### src/hdl/rne_pkg.sv
`default_nettype none
// ----------------------------------------------------------------------------
// rne_pkg
// Shared constants, symbol table and controller/datapath interface types
// for the Roman numeral encoder.
// ----------------------------------------------------------------------------
package rne_pkg;

  localparam int unsigned ValueBitsDef = 12;
  localparam int unsigned MaxResults   = 15;
  localparam int unsigned CntW         = $clog2(MaxResults);
  localparam int unsigned SymCount     = 13;
  localparam int unsigned SymIdxW      = $clog2(SymCount);
  localparam int unsigned SymValW      = 10;

  localparam logic [7:0] ChM = 8'h4D;
  localparam logic [7:0] ChD = 8'h44;
  localparam logic [7:0] ChC = 8'h43;
  localparam logic [7:0] ChL = 8'h4C;
  localparam logic [7:0] ChX = 8'h58;
  localparam logic [7:0] ChV = 8'h56;
  localparam logic [7:0] ChI = 8'h49;
  localparam logic [7:0] ChNone = 8'h00;

  typedef struct packed {
    logic load;
    logic step;
  } rne_cmd_t;

  typedef struct packed {
    logic last;
  } rne_status_t;

  // symbol table, largest first: M CM D CD C XC L XL X IX V IV I
  function automatic logic [SymValW-1:0] sym_value(input logic [SymIdxW-1:0] idx);
    logic [SymValW-1:0] v;
    unique case (idx)
      4'd0:    v = 10'd1000;
      4'd1:    v = 10'd900;
      4'd2:    v = 10'd500;
      4'd3:    v = 10'd400;
      4'd4:    v = 10'd100;
      4'd5:    v = 10'd90;
      4'd6:    v = 10'd50;
      4'd7:    v = 10'd40;
      4'd8:    v = 10'd10;
      4'd9:    v = 10'd9;
      4'd10:   v = 10'd5;
      4'd11:   v = 10'd4;
      default: v = 10'd1;
    endcase
    return v;
  endfunction

  function automatic logic [7:0] sym_first(input logic [SymIdxW-1:0] idx);
    logic [7:0] c;
    unique case (idx)
      4'd0:    c = ChM;
      4'd1:    c = ChC;
      4'd2:    c = ChD;
      4'd3:    c = ChC;
      4'd4:    c = ChC;
      4'd5:    c = ChX;
      4'd6:    c = ChL;
      4'd7:    c = ChX;
      4'd8:    c = ChX;
      4'd9:    c = ChI;
      4'd10:   c = ChV;
      4'd11:   c = ChI;
      default: c = ChI;
    endcase
    return c;
  endfunction

  function automatic logic [7:0] sym_second(input logic [SymIdxW-1:0] idx);
    logic [7:0] c;
    unique case (idx)
      4'd1:    c = ChM;
      4'd3:    c = ChD;
      4'd5:    c = ChC;
      4'd7:    c = ChL;
      4'd9:    c = ChX;
      4'd11:   c = ChV;
      default: c = ChNone;
    endcase
    return c;
  endfunction

  function automatic logic sym_pair(input logic [SymIdxW-1:0] idx);
    return idx[0] && (idx < SymIdxW'(SymCount - 1));
  endfunction

endpackage

`default_nettype wire

### src/hdl/rne_ctrl.sv
`default_nettype none
// ----------------------------------------------------------------------------
// rne_ctrl
// Controller: accepts a request, then steps the datapath one character per
// cycle until the final character of the run.
// ----------------------------------------------------------------------------
module rne_ctrl (
  input  wire logic                 clk_i,
  input  wire logic                 rst_ni,
  input  wire logic                 start_i,
  input  wire rne_pkg::rne_status_t status_i,
  output rne_pkg::rne_cmd_t         cmd_o,
  output logic                      busy_o
);
  import rne_pkg::*;

  localparam logic StIdle = 1'b0;
  localparam logic StRun  = 1'b1;

  logic state_q, state_d;

  always_comb begin
    cmd_o.load = 1'b0;
    cmd_o.step = 1'b0;
    state_d    = state_q;
    unique case (state_q)
      StIdle: begin
        if (start_i) begin
          cmd_o.load = 1'b1;
          state_d    = StRun;
        end
      end
      default: begin
        cmd_o.step = 1'b1;
        if (status_i.last) begin
          state_d = StIdle;
        end
      end
    endcase
  end

  always_ff @(posedge clk_i or negedge rst_ni) begin
    if (!rst_ni) begin
      state_q <= StIdle;
    end else begin
      state_q <= state_d;
    end
  end

  assign busy_o = (state_q == StRun);

endmodule

`default_nettype wire

### src/hdl/rne_datapath.sv
`default_nettype none
// ----------------------------------------------------------------------------
// rne_datapath
// Remainder register, greedy symbol select, character counter and the
// registered result outputs.
// ----------------------------------------------------------------------------
module rne_datapath #(
  parameter int unsigned VALUE_BITS = rne_pkg::ValueBitsDef
) (
  input  wire logic                  clk_i,
  input  wire logic                  rst_ni,
  input  wire rne_pkg::rne_cmd_t     cmd_i,
  input  wire logic [VALUE_BITS-1:0] value_i,
  output rne_pkg::rne_status_t       status_o,
  output logic                       valid_o,
  output logic [7:0]                 numeral_char_o,
  output logic                       last_o,
  output logic                       error_o
);
  import rne_pkg::*;

  localparam int unsigned CmpW = (VALUE_BITS > SymValW) ? VALUE_BITS : SymValW;

  logic [VALUE_BITS-1:0] n_q;
  logic                  phase_q;
  logic [CntW-1:0]       cnt_q;
  logic                  zero_q;
  logic                  valid_q;
  logic [7:0]            char_q;
  logic                  last_q;
  logic                  error_q;

  logic [CmpW-1:0]       n_ext;
  logic [CmpW-1:0]       sym_ext;
  logic [SymIdxW-1:0]    idx;
  logic [CmpW-1:0]       rem;
  logic                  sym_done;
  logic [7:0]            ch;
  logic                  last_char;

  assign n_ext = CmpW'(n_q);

  always_comb begin
    idx = SymIdxW'(SymCount - 1);
    for (int i = SymCount - 1; i >= 0; i--) begin
      if (n_ext >= CmpW'(sym_value(SymIdxW'(i)))) begin
        idx = SymIdxW'(i);
      end
    end
  end

  assign sym_ext   = CmpW'(sym_value(idx));
  assign rem       = n_ext - sym_ext;
  assign sym_done  = !sym_pair(idx) || phase_q;
  assign ch        = phase_q ? sym_second(idx) : sym_first(idx);
  assign last_char = zero_q || (cnt_q == CntW'(MaxResults - 1)) ||
                     (sym_done && (rem == '0));

  assign status_o.last = last_char;

  always_ff @(posedge clk_i) begin
    if (cmd_i.load) begin
      n_q     <= value_i;
      phase_q <= 1'b0;
      cnt_q   <= '0;
      zero_q  <= (value_i == '0);
    end else if (cmd_i.step) begin
      if (sym_done) begin
        n_q     <= rem[VALUE_BITS-1:0];
        phase_q <= 1'b0;
      end else begin
        phase_q <= 1'b1;
      end
      cnt_q <= cnt_q + 1'b1;
    end
  end

  always_ff @(posedge clk_i or negedge rst_ni) begin
    if (!rst_ni) begin
      valid_q <= 1'b0;
    end else begin
      valid_q <= cmd_i.step;
    end
  end

  always_ff @(posedge clk_i) begin
    if (cmd_i.step) begin
      char_q  <= zero_q ? ChNone : ch;
      last_q  <= last_char;
      error_q <= zero_q;
    end
  end

  assign valid_o        = valid_q;
  assign numeral_char_o = char_q;
  assign last_o         = last_q;
  assign error_o        = error_q;

endmodule

`default_nettype wire

### src/hdl/roman_numeral_encoder_core.sv
`default_nettype none
// ----------------------------------------------------------------------------
// roman_numeral_encoder_core
// Converts an unsigned integer to its Roman numeral, one ASCII character
// per valid_o strobe, most significant first, last_o on the final one.
// ----------------------------------------------------------------------------
// A request is taken only while idle and loaded into the remainder register;
// its N characters (1..15) are then registered on the result outputs, one
//   per cycle from a single compare-and-subtract on the remainder register.
// A zero value gives one error result. The receiver cannot stall.
// Reset: asynchronous, clears the controller and the result strobe.
module roman_numeral_encoder_core #(
  parameter int unsigned VALUE_BITS = rne_pkg::ValueBitsDef
) (
  input  wire logic                  clk_i,
  input  wire logic                  rst_ni,
  input  wire logic                  start_i,
  output logic                       busy_o,
  input  wire logic [VALUE_BITS-1:0] value_i,
  output logic                       valid_o,
  output logic [7:0]                 numeral_char_o,
  output logic                       last_o,
  output logic                       error_o
);
  import rne_pkg::*;

  rne_cmd_t    cmd;
  rne_status_t status;

  rne_ctrl u_ctrl (
    .clk_i    (clk_i),
    .rst_ni   (rst_ni),
    .start_i  (start_i),
    .status_i (status),
    .cmd_o    (cmd),
    .busy_o   (busy_o)
  );

  rne_datapath #(
    .VALUE_BITS (VALUE_BITS)
  ) u_datapath (
    .clk_i          (clk_i),
    .rst_ni         (rst_ni),
    .cmd_i          (cmd),
    .value_i        (value_i),
    .status_o       (status),
    .valid_o        (valid_o),
    .numeral_char_o (numeral_char_o),
    .last_o         (last_o),
    .error_o        (error_o)
  );

endmodule

`default_nettype wire

### config.mk
export PLATFORM = sky130hd
export DESIGN_NAME = roman_numeral_encoder_core
export DESIGN_NICKNAME = d
export VERILOG_FILES = /design/src/hdl/rne_pkg.sv /design/src/hdl/rne_ctrl.sv /design/src/hdl/rne_datapath.sv /design/src/hdl/roman_numeral_encoder_core.sv
export SDC_FILE = /design/constraint.sdc
export NUM_CORES = 1
export LEC_CHECK = 0
export BUFFER_PORTS_ARGS = -buffer_cell sky130_fd_sc_hd__buf_4
export CAP_MARGIN = 40
export CORE_ASPECT_RATIO = 0.9
export CORE_UTILIZATION = 40
export CTS_CLUSTER_SIZE = 20
export DETAILED_ROUTE_END_ITERATION = 8
export GPL_ROUTABILITY_DRIVEN = 0
export SLEW_MARGIN = 20
export SYNTH_ARGS = -nofsm -noshare
export SYNTH_HDL_FRONTEND = slang
export SYNTH_SLANG_ARGS = --single-unit
### constraint.sdc
create_clock -name clk_i -period 5.1 [get_ports clk_i]
set_clock_uncertainty 0.1 [all_clocks]
set_input_delay 0 -clock clk_i [delete_from_list [all_inputs] [get_ports clk_i]]
set_output_delay 0 -clock clk_i [all_outputs]
set_load 0.02 [all_outputs]
==> results.cfg <==
[logic_synthesis]
yosysWarnings = 0
synth_xor_area_share_pct = 2.91
synth-seq-cells = 28
synth-adder-area-share_pct = 10.2
synth_area_sq_um = 2410
avgSynthCellArea_sq_um = 8.61
async_reset_ff_share_pct = 7.14
synth_flop_cell = edfxtp_1
synth_cells = 280
muxShareOfSynthArea_pct = 1.30
synth_cell_types = 65
synth_top_family_by_area = simple AND/OR/NAND/NOR gates
synth_enable_flop_cells = 21
ys_seq_area_share_pct = 32.4
synthSimpleGateAreaFrac_pct = 24.8
synth_compound_area_share_pct = 24.6

[route]
wire_per_inst_um = 15.5
drc = 2
dr.pass1.iters = 6
drtAntennaViolNets = 0
routed_via_density = 5.74
wirelength_um = 6160
vias = 2278
dr.first_iter.drc_count = 161

[clock_tree]
clk_latency_ns = 0.28
clockRootBuffer = clkbuf_8
cts_max_level = 1
clockBufferDepth = 2
cts_tree = yes
cts_made_buffers = 3
numClockSinks = 28
clk_pin_slew_worst_paths_ns = 0.10

[placement]
dp_hpwl_um = 4650
dpl_worst_slack_ns = 0.203
numPortBuffers = 24
dpl.cell_count = 372

[worst_setup_path]
cp_max_fo = 10
cpMaxStageDelayCell = edfxtp_1
crit_chain = o311ai_0 -> nand3_1 -> a211o_1 -> a32oi_4 -> inv_2 -> ha_1 -> a21oi_1 -> nor2_1 -> ha_1 -> fa_1 -> nand2b_1 -> a211oi_1 -> nor2_1 -> o21ai_0 -> xnor2_1 -> nor4_2 -> or3_1
cp.buffers_inverters = 1
cp_top_family = compound AO/OA/AOI/OAI gates
worstSetupStartpointType = register
required_ns = 5.04
worstSetupPathType = reg2reg
crit_path_max_incr_delay_ns = 0.54
cp_data_arrival_time_ns = 4.69
cp-end-kind = register

[timing]
hold_viol = 0
period_needed_ns = 4.75
worst_pin_slew_ns = 0.564
relSlewSlack_pct = 62.2
slew_violations = 0
rsz0062_at_grt = no
fin_crit_sh_pct = 93.2
finalSetupTns_ns = 0
setup_viol = 0
fmax_mhz = 210
finalWorstSetupSlack_ns = 0.348

[floorplan]
core_sq_um = 5760
die_h_um = 75.6
ioPinCount = 27
start_util_pct = 41.9
num_rows = 26
die_area_sq_um = 6340
die_w_um = 83.8

[final_layout]
antennaDiodeCount = 0
syn2layout_area_growth_pct = 23.3
final_cells = 397
nNetsFinal = 362
drive_above_1_share_pct = 16.2

[power]
p_leak_nw = 1.20
peakVddDrop_mv = 0.244
p_per_area_nw_per_um2 = 791

[global_route]
grt_pass1_wl_um = 9880
grt_max_degree = 18
grt_pass1_vias = 2024
grt_use_total_pct = 20.1
overflow = 0
antenna_found_initial = 0

[status]
violations = DRC
status = complete, but fails checks

[min_path]
hold_path.class = in2reg

[run]
drv_cap = 0
synth_stat cells, types with 3 or more instances:
cell,count,share of area [%]
and3_1,4,1.0
nand2b_1,3,0.78
nand2_1,41,6.4
ha_1,18,9.3
or3_1,3,0.78
a21o_1,3,0.93
nor3_1,7,1.5
o22ai_1,3,0.78
clkbuf_1,4,0.62
o21a_1,6,1.9
inv_1,10,1.6
nor2b_1,3,0.78
a221oi_1,3,1.1
nand3_1,13,2.7
and2_1,3,0.78
a21oi_1,16,3.3
nor4_1,3,0.78
a211oi_1,5,1.6
xnor2_1,6,2.2
nor2_1,26,4.0
edfxtp_1,21,26
dfxtp_1,5,4.2
o211ai_1,7,2.2
o21ai_0,14,2.9
cells by family (layout without fill, tap and decap cells):
kind of cell | Yosys count | after routing
AOI/OAI and AO/OA | 80 | 80
buffers and inverters | 21 | 67
and+or+nand+nor | 120 | 120
DFF | 28 | 28
muxes | 3 | 3
adders and majority gates | 19 | 19
other | 1 | 2
xor gates and xnor gates | 8 | 8
state kept, by name, indices dropped and copies added (netlist names):
name                       flops
u_datapath.valid_o             1
u_datapath.n_ext              12
u_datapath.cnt_q               4
u_datapath.phase_q             1
u_datapath.zero_q              1
u_datapath.error_o             1
u_ctrl.busy_o                  1
u_datapath.numeral_char_o      6
u_datapath.last_o              1
routing by layer:
layer  global-route usage (%)  wire, um  share of wire, %
met5                        0         0                 0
met4                     5.94       105               1.7
met3                     2.38       220               3.6
met2                     33.1      2790                45
met1                     28.2      3040                49
final timing paths:
check	start	to	slack, ns	cells after the start
hold / removal	start_i	u_datapath.cnt_q[3]	0.38	3
setup / recovery	u_datapath.n_ext[3]	u_datapath.last_o	0.35	17
hold reg to reg	u_datapath.cnt_q[3]	u_datapath.cnt_q[3]	0.42	2
min in group asynchronous	rst_ni	u_ctrl.busy_o	0.47	3
setup reg to reg	u_datapath.n_ext[3]	u_datapath.last_o	0.35	17
max in group asynchronous	rst_ni	u_datapath.valid_o	4.30	3
report_power, final:
part / switching, mW / leakage, nW / total (mW) / internal [mW]
Combinational: 0.966 / 0.892 / 1.65 / 0.679
Clock: 0.0757 / 0.0357 / 0.181 / 0.105
Sequential: 0.127 / 0.276 / 0.524 / 0.397
Total: 1.17 / 1.20 / 2.35 / 1.18
repair_timing:
item	in CTS	in global routing
hold endpoints to repair	18	0
endpoints found under the setup margin	0	2
hold buffers	15	0
gates resized for setup	0	2
setup buffers	0	6
worst register-to-register path, delay by kind of cell, from the launching register on:
kind / cells / cell delay (ns)
fa+ha+maj: 3 / 0.95
flops: 1 / 0.54
simple gates: 6 / 0.88
compound gates: 6 / 1.70
buf+inv: 1 / 0.12
xor+xnor: 1 / 0.21
metrics by stage:
| step | hold WS, ns | utilization [%] | cell area [sq um] | power [mW] |
|---|---|---|---|---|
| after global placement | -0.315 | 46.5 | 2680 | 2.09 |
| final | 0.379 | 51.6 | 2970 | 2.35 |
| after global routing | 0.405 | 51.6 | 2970 | 2.55 |
| after floorplan | -0.396 | - | 2410 | 1.70 |
| after CTS | 0.374 | 50.4 | 2900 | 2.28 |
| after detailed placement | -0.314 | 46.5 | 2680 | 2.08 |
cell usage in the layout (no fill, tap or decap), drive strengths merged, types with 4 or more instances in the layout:
| master | synthesis | routed |
|---|---|---|
| xnor2 | 6 | 6 |
| edfxtp | 21 | 21 |
| a21oi | 16 | 16 |
| dlygate4sd3 | 0 | 15 |
| o21ai | 15 | 15 |
| ha | 18 | 18 |
| buf | 4 | 35 |
| nor3 | 9 | 9 |
| nor2 | 27 | 27 |
| nand2 | 41 | 41 |
| a211oi | 5 | 5 |
| o211ai | 7 | 7 |
| nand3 | 14 | 14 |
| inv | 12 | 12 |
| and3 | 4 | 4 |
| nor4 | 4 | 4 |
| dfxtp | 5 | 5 |
| o21a | 6 | 6 |
area by class of cell:
type | instances | area, sq um
Timing Repair Buffer | 50 | 425
Tap cell | 70 | 87.6
Fill cell | 540 | 2790
Clock buffer | 3 | 41.3
Sequential cell | 28 | 781
Multi-Input combinational cell | 232 | 1560
Inverter | 13 | 48.8
Clock inverter | 1 | 30.0
No activity file was read; power rests on OpenSTA's default activity.
